`src/rtl/ioac_pkg.sv`:
```
// Shared types and constants for the IMU offset averaging calibrator.
package ioac_pkg;

  localparam int SUM_WIDTH = 32;
  localparam int AXES = 6;
  localparam int SAMPLE_W = 16;
  localparam int CNT_W = 16;
  localparam int ZOFF_W = SAMPLE_W + 1;
  localparam int DIV_STEPS = SUM_WIDTH;
  localparam int DIV_CNT_W = $clog2(DIV_STEPS);
  localparam int ONE_G = 16384;

  localparam int IN_DATA_W = AXES * SAMPLE_W;
  localparam int OUT_FIELDS_W = (AXES - 1) * SAMPLE_W + ZOFF_W;
  localparam int OUT_DATA_W = ((OUT_FIELDS_W + 7) / 8) * 8;

  typedef enum logic [1:0] {
    ST_OK        = 2'd0,
    ST_BAD_COUNT = 2'd1,
    ST_BUS_ERR   = 2'd2
  } status_t;

  typedef struct packed {
    logic clear;
    logic add;
    logic restart;
    logic start;
    logic abs_step;
    logic div_step;
  } lane_ctl_t;

  typedef struct packed {
    logic    load;
    status_t status;
  } merge_ctl_t;

endpackage

```
`src/rtl/imu_offset_average_calibrator_core.sv`:
```
// Top level: run control, six axis lanes and the result merge stage.
//
// Usage: load sample_count through cfg_wr_en/cfg_wr_data while idle. Send one
// six-axis sample set per transfer on s_axis (tdata: accel x,y,z, gyro x,y,z,
// 16 bits each, lowest first; tuser[0] restart, tuser[1] read failed).
// Results leave on m_axis with the status code in tuser.
// Throughput: a sample that does not end a run is taken without a stall, so
// back-to-back transfers flow at one per cycle, also while a result waits in
// the output register. The sample that ends a run is added, then the six
// lanes divide in parallel, one quotient bit per cycle for 32 bits, and
// s_axis_tready is low until the result has moved into the output register.
// A zero count or a failed read gives an error result through the emit
// state. Reset clears the sums, the sample counter and sample_count, and
// empties the output register. A stalled receiver holds the result; a new
// result waits with s_axis_tready low until the register is free.
module imu_offset_average_calibrator_core
  import ioac_pkg::*;
(
  input  logic                  clk,
  input  logic                  rst,
  input  logic                  cfg_wr_en,
  input  logic [CNT_W-1:0]      cfg_wr_data,
  input  logic                  s_axis_tvalid,
  output logic                  s_axis_tready,
  // accel_x, accel_y, accel_z, gyro_x, gyro_y, gyro_z
  input  logic [IN_DATA_W-1:0]  s_axis_tdata,
  // restart, read_failed
  input  logic [1:0]            s_axis_tuser,
  output logic                  m_axis_tvalid,
  input  logic                  m_axis_tready,
  // ax_bias, ay_bias, az_bias(17), gx_bias, gy_bias, gz_bias, zero pad
  output logic [OUT_DATA_W-1:0] m_axis_tdata,
  // status
  output logic [1:0]            m_axis_tuser
);

  typedef enum logic [1:0] {
    S_IDLE,
    S_ABS,
    S_DIV,
    S_EMIT
  } state_t;

  state_t                      state;
  logic [CNT_W-1:0]            sample_count;
  logic [CNT_W-1:0]            taken;
  logic [CNT_W-1:0]            divisor;
  logic [DIV_CNT_W-1:0]        div_cnt;
  status_t                     emit_status;

  logic                        accept;
  logic                        restart;
  logic                        read_failed;
  logic                        count_zero;
  logic [CNT_W-1:0]            taken_base;
  logic [CNT_W-1:0]            taken_next;
  logic                        run_done;
  logic                        out_free;
  lane_ctl_t                   lane_ctl;
  merge_ctl_t                  merge_ctl;
  logic [AXES-1:0][SAMPLE_W-1:0] lane_avg;

  assign s_axis_tready = (state == S_IDLE);
  assign accept        = s_axis_tvalid && s_axis_tready;
  assign restart       = s_axis_tuser[0];
  assign read_failed   = s_axis_tuser[1];
  assign count_zero    = (sample_count == '0);

  assign taken_base = restart ? '0 : taken;
  assign taken_next = (taken_base == '1) ? taken_base : taken_base + CNT_W'(1);
  assign run_done   = (taken_next >= sample_count);

  always_comb begin
    lane_ctl.clear    = accept && (count_zero || read_failed);
    lane_ctl.add      = accept && !count_zero && !read_failed;
    lane_ctl.restart  = restart;
    lane_ctl.start    = lane_ctl.add && run_done;
    lane_ctl.abs_step = (state == S_ABS);
    lane_ctl.div_step = (state == S_DIV);
    merge_ctl.load    = (state == S_EMIT) && out_free;
    merge_ctl.status  = emit_status;
  end

  always_ff @(posedge clk) begin
    if (rst) begin
      sample_count <= '0;
    end else if (cfg_wr_en) begin
      sample_count <= cfg_wr_data;
    end
  end

  always_ff @(posedge clk) begin
    if (rst) begin
      state       <= S_IDLE;
      taken       <= '0;
      div_cnt     <= '0;
      emit_status <= ST_OK;
    end else begin
      unique case (state)
        S_IDLE: begin
          if (accept) begin
            if (count_zero) begin
              taken       <= '0;
              emit_status <= ST_BAD_COUNT;
              state       <= S_EMIT;
            end else if (read_failed) begin
              taken       <= '0;
              emit_status <= ST_BUS_ERR;
              state       <= S_EMIT;
            end else if (run_done) begin
              taken <= '0;
              state <= S_ABS;
            end else begin
              taken <= taken_next;
            end
          end
        end
        S_ABS: begin
          div_cnt <= '0;
          state   <= S_DIV;
        end
        S_DIV: begin
          if (div_cnt == DIV_CNT_W'(DIV_STEPS - 1)) begin
            div_cnt     <= '0;
            emit_status <= ST_OK;
            state       <= S_EMIT;
          end else begin
            div_cnt <= div_cnt + DIV_CNT_W'(1);
          end
        end
        S_EMIT: begin
          if (out_free) begin
            state <= S_IDLE;
          end
        end
        default: state <= S_IDLE;
      endcase
    end
  end

  // Hold the run length for the divide.
  always_ff @(posedge clk) begin
    if (lane_ctl.start) begin
      divisor <= taken_next;
    end
  end

  for (genvar a = 0; a < AXES; a++) begin : g_lane
    ioac_lane u_lane (
      .clk     (clk),
      .rst     (rst),
      .ctl     (lane_ctl),
      .sample  (s_axis_tdata[a*SAMPLE_W +: SAMPLE_W]),
      .divisor (divisor),
      .avg     (lane_avg[a])
    );
  end

  ioac_merge u_merge (
    .clk           (clk),
    .rst           (rst),
    .ctl           (merge_ctl),
    .lane_avg      (lane_avg),
    .out_free      (out_free),
    .m_axis_tvalid (m_axis_tvalid),
    .m_axis_tready (m_axis_tready),
    .m_axis_tdata  (m_axis_tdata),
    .m_axis_tuser  (m_axis_tuser)
  );

  a_zero_count_err: assert property (@(posedge clk) disable iff (rst)
    accept && count_zero |=> state == S_EMIT && emit_status == ST_BAD_COUNT)
    else $error("zero count did not raise bad-count result");

  a_div_cnt_idle: assert property (@(posedge clk) disable iff (rst)
    state != S_DIV |-> div_cnt == '0)
    else $error("divide counter running outside divide");

  a_run_end_divides: assert property (@(posedge clk) disable iff (rst)
    lane_ctl.start |=> state == S_ABS && taken == '0)
    else $error("run end did not start divide");

endmodule

```
`src/rtl/ioac_lane.sv`:
```
// One axis lane: running sum and a bit-serial signed divider by the run length.
module ioac_lane
  import ioac_pkg::*;
(
  input  logic                clk,
  input  logic                rst,
  input  lane_ctl_t           ctl,
  input  logic [SAMPLE_W-1:0] sample,
  input  logic [CNT_W-1:0]    divisor,
  output logic [SAMPLE_W-1:0] avg
);

  logic [SUM_WIDTH-1:0] acc;
  logic [SUM_WIDTH-1:0] sum_next;
  logic [SUM_WIDTH-1:0] quo;
  logic [CNT_W-1:0]     rem;
  logic                 neg;
  logic [CNT_W:0]       shifted;
  logic [CNT_W+1:0]     diff;
  logic                 borrow;
  logic [SAMPLE_W-1:0]  mag;

  assign sum_next = (ctl.restart ? '0 : acc)
                  + {{(SUM_WIDTH-SAMPLE_W){sample[SAMPLE_W-1]}}, sample};

  // Restoring division step: one quotient bit a cycle, MSB first.
  assign shifted = {rem, quo[SUM_WIDTH-1]};
  assign diff    = {1'b0, shifted} - {2'b00, divisor};
  assign borrow  = diff[CNT_W+1];

  // Magnitude never exceeds 32768, so the low bits carry the whole quotient.
  assign mag = quo[SAMPLE_W-1:0];
  assign avg = neg ? (~mag + SAMPLE_W'(1)) : mag;

  always_ff @(posedge clk) begin
    if (rst) begin
      acc <= '0;
    end else if (ctl.clear || ctl.start) begin
      acc <= '0;
    end else if (ctl.add) begin
      acc <= sum_next;
    end
  end

  always_ff @(posedge clk) begin
    if (ctl.start) begin
      quo <= sum_next;
      neg <= sum_next[SUM_WIDTH-1];
      rem <= '0;
    end else if (ctl.abs_step) begin
      if (neg) begin
        quo <= ~quo + SUM_WIDTH'(1);
      end
    end else if (ctl.div_step) begin
      if (!borrow) begin
        rem <= diff[CNT_W-1:0];
        quo <= {quo[SUM_WIDTH-2:0], 1'b1};
      end else begin
        rem <= shifted[CNT_W-1:0];
        quo <= {quo[SUM_WIDTH-2:0], 1'b0};
      end
    end
  end

  a_start_clears_acc: assert property (@(posedge clk) disable iff (rst)
    ctl.start |=> acc == '0)
    else $error("lane accumulator not cleared after run end");

endmodule

```
`src/rtl/ioac_merge.sv`:
```
// Merge stage: gathers the lane averages, applies the 1 g Z correction, holds the result.
module ioac_merge
  import ioac_pkg::*;
(
  input  logic                             clk,
  input  logic                             rst,
  input  merge_ctl_t                       ctl,
  input  logic [AXES-1:0][SAMPLE_W-1:0]    lane_avg,
  output logic                             out_free,
  output logic                             m_axis_tvalid,
  input  logic                             m_axis_tready,
  // ax_bias, ay_bias, az_bias(17), gx_bias, gy_bias, gz_bias, zero pad
  output logic [OUT_DATA_W-1:0]            m_axis_tdata,
  // status
  output logic [1:0]                       m_axis_tuser
);

  logic [ZOFF_W-1:0]       z_off;
  logic [OUT_DATA_W-1:0]   packed_data;

  assign z_off = {lane_avg[2][SAMPLE_W-1], lane_avg[2]} - ZOFF_W'(ONE_G);

  assign packed_data = {
    (OUT_DATA_W - OUT_FIELDS_W)'(0),
    lane_avg[5], lane_avg[4], lane_avg[3],
    z_off,
    lane_avg[1], lane_avg[0]
  };

  assign out_free = !m_axis_tvalid || m_axis_tready;

  always_ff @(posedge clk) begin
    if (rst) begin
      m_axis_tvalid <= 1'b0;
    end else if (ctl.load) begin
      m_axis_tvalid <= 1'b1;
    end else if (m_axis_tready) begin
      m_axis_tvalid <= 1'b0;
    end
  end

  // Error results carry zero offsets.
  always_ff @(posedge clk) begin
    if (ctl.load) begin
      m_axis_tuser <= ctl.status;
      m_axis_tdata <= (ctl.status == ST_OK) ? packed_data : '0;
    end
  end

  a_err_zero: assert property (@(posedge clk) disable iff (rst)
    m_axis_tvalid && (m_axis_tuser != ST_OK) |-> m_axis_tdata == '0)
    else $error("error result carries nonzero offsets");

endmodule

```
`config.mk`:
```
export PLATFORM = sky130hd
export DESIGN_NAME = imu_offset_average_calibrator_core
export DESIGN_NICKNAME = d
export VERILOG_FILES = /design/src/rtl/ioac_pkg.sv /design/src/rtl/imu_offset_average_calibrator_core.sv /design/src/rtl/ioac_lane.sv /design/src/rtl/ioac_merge.sv
export SDC_FILE = /design/constraint.sdc
export NUM_CORES = 2
export LEC_CHECK = 0
export BUFFER_PORTS_ARGS = -buffer_cell sky130_fd_sc_hd__buf_2
export CAP_MARGIN = 20
export CORE_UTILIZATION = 36
export CTS_CLUSTER_DIAMETER = 50
export DETAILED_ROUTE_END_ITERATION = 7
export SYNTH_ARGS = -nofsm -noshare
export SYNTH_HDL_FRONTEND = slang
export SYNTH_SLANG_ARGS = --single-unit
export TNS_END_PERCENT = 100
```
`constraint.sdc`:
```
create_clock -name clk -period 9.05 [get_ports clk]
set_clock_uncertainty 0.1 [all_clocks]
set_input_delay 1.3575 -clock clk [delete_from_list [all_inputs] [get_ports clk]]
set_output_delay 1.3575 -clock clk [all_outputs]
set_load 0.02 [all_outputs]
```
==> Word level (Yosys, flattened, before mapping) <==
Index checks and enable logic that the tools add are counted.
{ "word_totals": {"elab_cells": 190, "output_inout_bits": 108, "ff_bits": 650, "in_bits": 119} }
{ "op_classes": {"n_reduce_logical": 30, "bitwise": 13, "n_addsub": 27, "n_lt_le_gt_ge": 1, "eq_ne": 16, "muxes": 69} }
{ "op_table": {"columns": ["cell", "count"], "rows": [
  ["32-bit two-way mux", 30],
  ["16-bit two-way mux", 17],
  ["32-bit by 1-bit adder with 32-bit output (second input constant)", 6],
  ["32-bit adder", 6],
  ["32-bit inverter", 6],
  ["16-bit by 1-bit adder with 16-bit output (second input constant)", 7],
  ["17-bit by 16-bit subtractor with 18-bit output", 6],
  ["16-bit inverter", 6],
  ["2-bit two-way mux", 10],
  ["3-bit by 1-bit != test with 1-bit output (second input constant)", 6],
  ["16-bit by 16-bit subtractor with 17-bit output (second input constant)", 1],
  ["16-bit equality test (second input constant)", 1],
  ["16-bit greater-or-equal comparator", 1],
  ["16-bit logical NOT", 1],
  ["2-bit AND reduction", 8],
  ["5-bit one-hot mux with 2 select lines", 1],
  ["1-bit two-way mux", 8],
  ["2-bit one-hot mux with 4 select lines", 1],
  ["4-bit AND reduction", 2],
  ["1-bit logical AND", 6],
  ["2-bit nonzero test", 3],
  ["5-bit by 1-bit adder with 5-bit output (second input constant)", 1],
  ["5-bit equality test (second input constant)", 1],
  ["5-bit two-way mux", 1],
  ["other kinds (13)", 20]
]} }

==> Logic depth before layout (Yosys ltp) <==
{ "logic_depth": {"word_depth": 9, "mapped_depth": 28, "ltp_nobuf": 21} }

==> By module <==
A second synthesis with hierarchy kept.
{ "unflattened": {"cells_unflattened": 5610, "hier_area_um2": 47857.1} }
{ "modules_own_cells": {"columns": ["module", "n_inst", "area_per_inst_um2", "seq_area_each_um2", "cells_each"], "rows": [
  ["ioac_lane (g_lane[2].u_lane ...)", 3, 6739.0, 1951.9, 830],
  ["ioac_lane (g_lane[0].u_lane)", 1, 7048.0, 1951.9, 875],
  ["ioac_lane (g_lane[1].u_lane)", 1, 6932.9, 1951.9, 852],
  ["ioac_lane (g_lane[5].u_lane)", 1, 6742.7, 1951.9, 832],
  ["ioac_merge", 1, 3778.6, 2992.9, 221],
  ["imu_offset_average_calibrator_core", 1, 3138.0, 1301.2, 340]
]} }

==> Worst setup path before layout <==
OpenSTA, ideal clock, no wires.
{ "synth_path": {"path_type": "input port to flip-flop", "startpoint": "in s_axis_tuser[0]", "endpoint": "reg divisor[0] (enable)", "n_path_buf": 8, "setup_slack_ns": 1.705, "cell_stages": 24, "arrival_time_ns": 6.850, "setup_time_ns": 0.395, "t_required_ns": 8.555, "cell_sequence": "clkbuf_1 -> clkbuf_1 -> clkbuf_1 -> clkbuf_1 -> nor2b_1 -> ha_1 -> nand3_1 -> nor2_1 -> a41oi_1 -> and2_1 -> nor2b_1 -> and3_1 -> xnor2_1 -> nor2_1 -> ha_1 -> nand4_1 -> a2111oi_0 -> a21oi_1 -> nand2b_1 -> clkbuf_1 -> inv_1 -> clkbuf_1 -> clkbuf_1 -> clkbuf_1"} }
{ "synth_lines": {"columns": ["item", "line_no", "text"], "rows": [
  ["start: declaration", "imu_offset_average_calibrator_core.sv:28", "input logic [1:0] s_axis_tuser,"],
  ["end signal: assignment", "imu_offset_average_calibrator_core.sv:144", "divisor <= taken_next;"],
  ["end: declaration", "imu_offset_average_calibrator_core.sv:47", "logic [CNT_W-1:0] divisor;"]
]} }

==> Worst setup path after layout <==
{ "layout_path": {"startpoint": "in s_axis_tuser[0]", "endpoint": "reg g_lane[0].u_lane.quo[19], data pin"} }
{ "layout_via": {"elab_chain_len": 6, "word_cells_on_any_way": 9, "classes_between": "add/sub: 2; order compare: 1; eq/ne: 1; mux: 4; reduce/logical: 1"} }
{ "layout_lines": {"columns": ["item", "line_no", "text"], "rows": [
  ["16-bit two-way mux *", "imu_offset_average_calibrator_core.sv:69", "assign taken_base = restart ? '0 : taken;"],
  ["16-bit by 1-bit adder with 16-bit output / 16-bit equality test (equally long branches)", "imu_offset_average_calibrator_core.sv:70", "assign taken_next = (taken_base == '1) ? taken_base : taken_base + CNT_W'(1);"],
  ["16-bit two-way mux *", "imu_offset_average_calibrator_core.sv:70", null],
  ["named net taken_next[13]", "imu_offset_average_calibrator_core.sv:56", "logic [CNT_W-1:0] taken_next;"],
  ["16-bit greater-or-equal comparator *", "imu_offset_average_calibrator_core.sv:71", "assign run_done = (taken_next >= sample_count);"],
  ["1-bit logical AND *", "imu_offset_average_calibrator_core.sv:77", "lane_ctl.start = lane_ctl.add && run_done;"],
  ["32-bit two-way mux *", "ioac_lane.sv:46", "if (ctl.start) begin"],
  ["end signal: assignment", "ioac_lane.sv:47", "quo <= sum_next;"],
  ["end signal: assignment", "ioac_lane.sv:52", "quo <= ~quo + SUM_WIDTH'(1);"],
  ["end signal: assignment", "ioac_lane.sv:57", "quo <= {quo[SUM_WIDTH-2:0], 1'b1};"],
  ["end: declaration", "ioac_lane.sv:15", "logic [SUM_WIDTH-1:0] quo;"]
]} }
The timed path passes the listed nets; every way through them passes the cells marked *.
A chain may end at the register's enable or synchronous reset.

==> results.sh <==
export IMPL_status="complete, no violations"
export IMPL_placedCellCount=7216
export IMPL_synth_edf_count=313
export IMPL_cp_data_arrival_time_ns=6.90
export IMPL_die_w_um=361.0
export IMPL_area_growth_synth_to_final_pct=12.93
export IMPL_fin_nets=6102
export IMPL_syn_area_um2=46410
export IMPL_firstDrtPassIters=6
export IMPL_r2r_start="taken[1]"
export IMPL_grt_pass1_vias=38370
export IMPL_ant_nets=0
export IMPL_peakVddDrop_v=0.0001405
export IMPL_grt_pass1_wl_mm=217.9
export IMPL_async_reset_ff_share_pct=0
export IMPL_num_rows=131
export IMPL_drt_iter0_markers=3211
export IMPL_r2r_end="g_lane[0].u_lane.quo[19]"
export IMPL_ys_seq_area_share_pct=34.49
export IMPL_vias_per_cell=5.597
export IMPL_antenna_found_initial=8
export IMPL_dp_hpwl_mm=97.92
export IMPL_fmax_mhz=152.5
export IMPL_r2r_setup_slack_ns=3.20
export IMPL_vias=41480
export IMPL_fp_dieH_um=361.0
export IMPL_wire_per_inst_um=18.77
export IMPL_diodes=0
export IMPL_cts_hold_buf=0
export IMPL_h_tree_depth=3
export IMPL_drive_gt1_share_pct=8.871
export IMPL_coreArea_um2=127700
export IMPL_totalPowerFinal_uw=16160
export IMPL_rsz0062_at_grt="false"
export IMPL_min_from="g_lane[4].u_lane.acc[17]"
export IMPL_finalHoldViolCount=0
export IMPL_synth_cell_types=87
export IMPL_holdPathStages=2
export IMPL_finalCriticalPeriod_ns=6.559
export IMPL_start_util_pct=36.35
export IMPL_holdWs_ns=0.3471
export IMPL_cts_tree="done"
export IMPL_cts_resized=0
export IMPL_end_kind="flip-flop"
export IMPL_fillCellCount=12650
export IMPL_worstMarginPinSlew_ns=1.125
export IMPL_holdPathEnd="g_lane[4].u_lane.acc[17]"
export IMPL_gr_usage_all_layers_pct=20.69
export IMPL_portBuffers=219
export IMPL_avgSynthCellArea_um2=8.275
export IMPL_reg2reg_depth=19
export IMPL_cts_root_buf="clkbuf_16"
export IMPL_clk_latency_ns=0.70
export IMPL_hold_class="reg -> reg"
export IMPL_powerDensity_nw_per_um2=308.3
export IMPL_period_share_pct=72.47
export IMPL_routed_wl_mm=139.1
export IMPL_critPathMaxFanout=127
export IMPL_setup_violations=0
export IMPL_grt_overflow_total=0
export IMPL_io_pins=227
export IMPL_maxSlewHeadroom_pct=25.00
export IMPL_drv_cap=0
export IMPL_tns_ns=0
export IMPL_cts_sinks=643
export IMPL_multi_input_area_um2=28710
export IMPL_crit_required_ns=9.39
export IMPL_p_leak_uw=0.02068
export IMPL_finalNonFillerCells=7411
export IMPL_worstSetupPathType="in -> reg"
export IMPL_path_clk_slew_ns=0.06
export IMPL_dieArea_um2=130400
export IMPL_drc_errors=0
export IMPL_seqCellArea_um2=16010
export IMPL_postCtsSetupBuffers=0
export IMPL_cts_max_path_buffers=3
export IMPL_crit_path_start_kind="primary input"
export IMPL_ys_ff_latch=643
export IMPL_ys_warn_count=0
export IMPL_maxSlewViolCount=0
export IMPL_grt_max_degree=166
export IMPL_synth_cells=5608
export IMPL_numCtsBuffers=103
export IMPL_gp_congestion=0.8809
export IMPL_ys_flop_type="dfxtp_1"
==> worst max-delay path: stages <==
cell and delay (ns):
clkbuf_8 0.35, nor2b_1 0.12, ha_1 0.24, nand3_1 0.12
nor2_1 0.07, a41oi_1 0.30, and2_1 0.23, nor2b_1 0.36
and3_1 0.24, xnor2_1 0.12, nor2_1 0.09, ha_1 0.35
nand4_1 0.14, a2111oi_0 0.60, a21oi_1 0.20, nand2b_4 0.37
inv_8 0.66, buf_4 0.59, a311oi_1 0.10, a21o_1 0.20
==> layout make-up <==
class / count / share of cell area (%)
Clock inverter: 71 / 1.645
Inverter: 151 / 1.101
Timing Repair Buffer: 258 / 2.738
Tap cell: 1662 / 3.968
Sequential cell: 643 / 30.54
Multi-Input combinational cell: 4502 / 54.78
Clock buffer: 124 / 5.226
==> where the power goes <==
group	switching [µW]	internal [µW]	total (µW)
logic	4030	2570	6590
clock network	1610	2520	4130
registers	954	4480	5430
==> through the flow <==
step / setup WS, ns / utilization [%] / cell area [µm²]
6_report: 2.491 / 41.05 / 52410
3_3_place_gp: 1.943 / 38.23 / 48810
3_5_place_dp: 1.758 / 38.23 / 48810
4_1_cts: 2.489 / 41.05 / 52410
5_1_grt: 1.988 / 41.05 / 52410
2_1_floorplan: 1.705 / - / 46430
==> synthesized netlist by cell type (149+ instances only) <==
cell type	number	share of area, %
xnor2_1	180	3.4
xor2_1	189	3.6
nand2_1	593	4.8
ha_1	312	8.4
dfxtp_1	330	14
clkbuf_1	285	2.3
o21ai_0	430	4.6
nor2b_1	244	3.3
nor2_1	566	4.6
edfxtp_1	313	20
a21oi_1	537	5.8
inv_1	149	1.2
==> per-layer routing <==
metal / GRT usage (%) / routed length [µm] / vias to the layer above
met2: 32.91 / 62590 / 980
met4: 5.148 / 2546 / 6
met5: 0 / 35 / -
li1: - / - / 20480
met1: 29.51 / 66830 / 19860
met3: 2.554 / 7127 / 157
==> sequential cells by signal (all words and copies together) (netlist names), 5 cells and up <==
| signal | count |
|---|---|
| u_merge.m_axis_tdata | 97 |
| g_lane.u_lane.acc | 192 |
| g_lane.u_lane.quo | 192 |
| g_lane.u_lane.neg | 6 |
| g_lane.u_lane.rem | 96 |
| div_cnt | 5 |
| divisor | 16 |
| taken | 16 |
| sample_count | 16 |
==> cells by family (layout without fill, tap and decap cells) <==
logic type | count (synthesis) | in the layout | synth area share, %
xor gates and xnor gates | 369 | 369 | 6.964
muxes | 136 | 136 | 2.949
other | 1 | 7 | 0.008080
DFF | 643 | 643 | 34.49
adders and majority gates | 324 | 324 | 8.929
and+or+nand+nor | 1979 | 1979 | 20.23
buffers and inverters | 469 | 604 | 3.877
AOI/OAI and AO/OA | 1687 | 1687 | 22.56
==> cell usage in the layout, fill, tap and decap left out, drive strengths merged, types with 30 or more instances in the layout <==
cell    count
nor3       96
or2        38
edfxtp    313
o311ai     39
xor2      189
nand2b     58
ha        312
nand3     106
clkbuf    125
nor2      566
o21ai     433
and3       37
nor2b     244
buf       257
o21a       71
or4        36
or3        70
nor4       30
inv       173
nand2     593
nand4      37
a211oi     65
o211ai    122
dfxtp     330
xnor2     180
a21oi     537
a31oi      53
mux2i     130
a21o      105
==> how the worst max path moves through the flow <==
stage / start / end / cells past startpoint
final: s_axis_tuser[0] / g_lane[0].u_lane.quo[19] / 20
after global routing: s_axis_tuser[0] / g_lane[0].u_lane.quo[19] / 20
after CTS: s_axis_tuser[0] / g_lane[0].u_lane.quo[19] / 20
after detailed placement: s_axis_tuser[0] / g_lane[0].u_lane.quo[19] / 20
after global placement: s_axis_tuser[0] / g_lane[3].u_lane.quo[4] / 20
after floorplan: s_axis_tuser[0] / divisor[0] / 24
(Power assumes the default switching activity.)
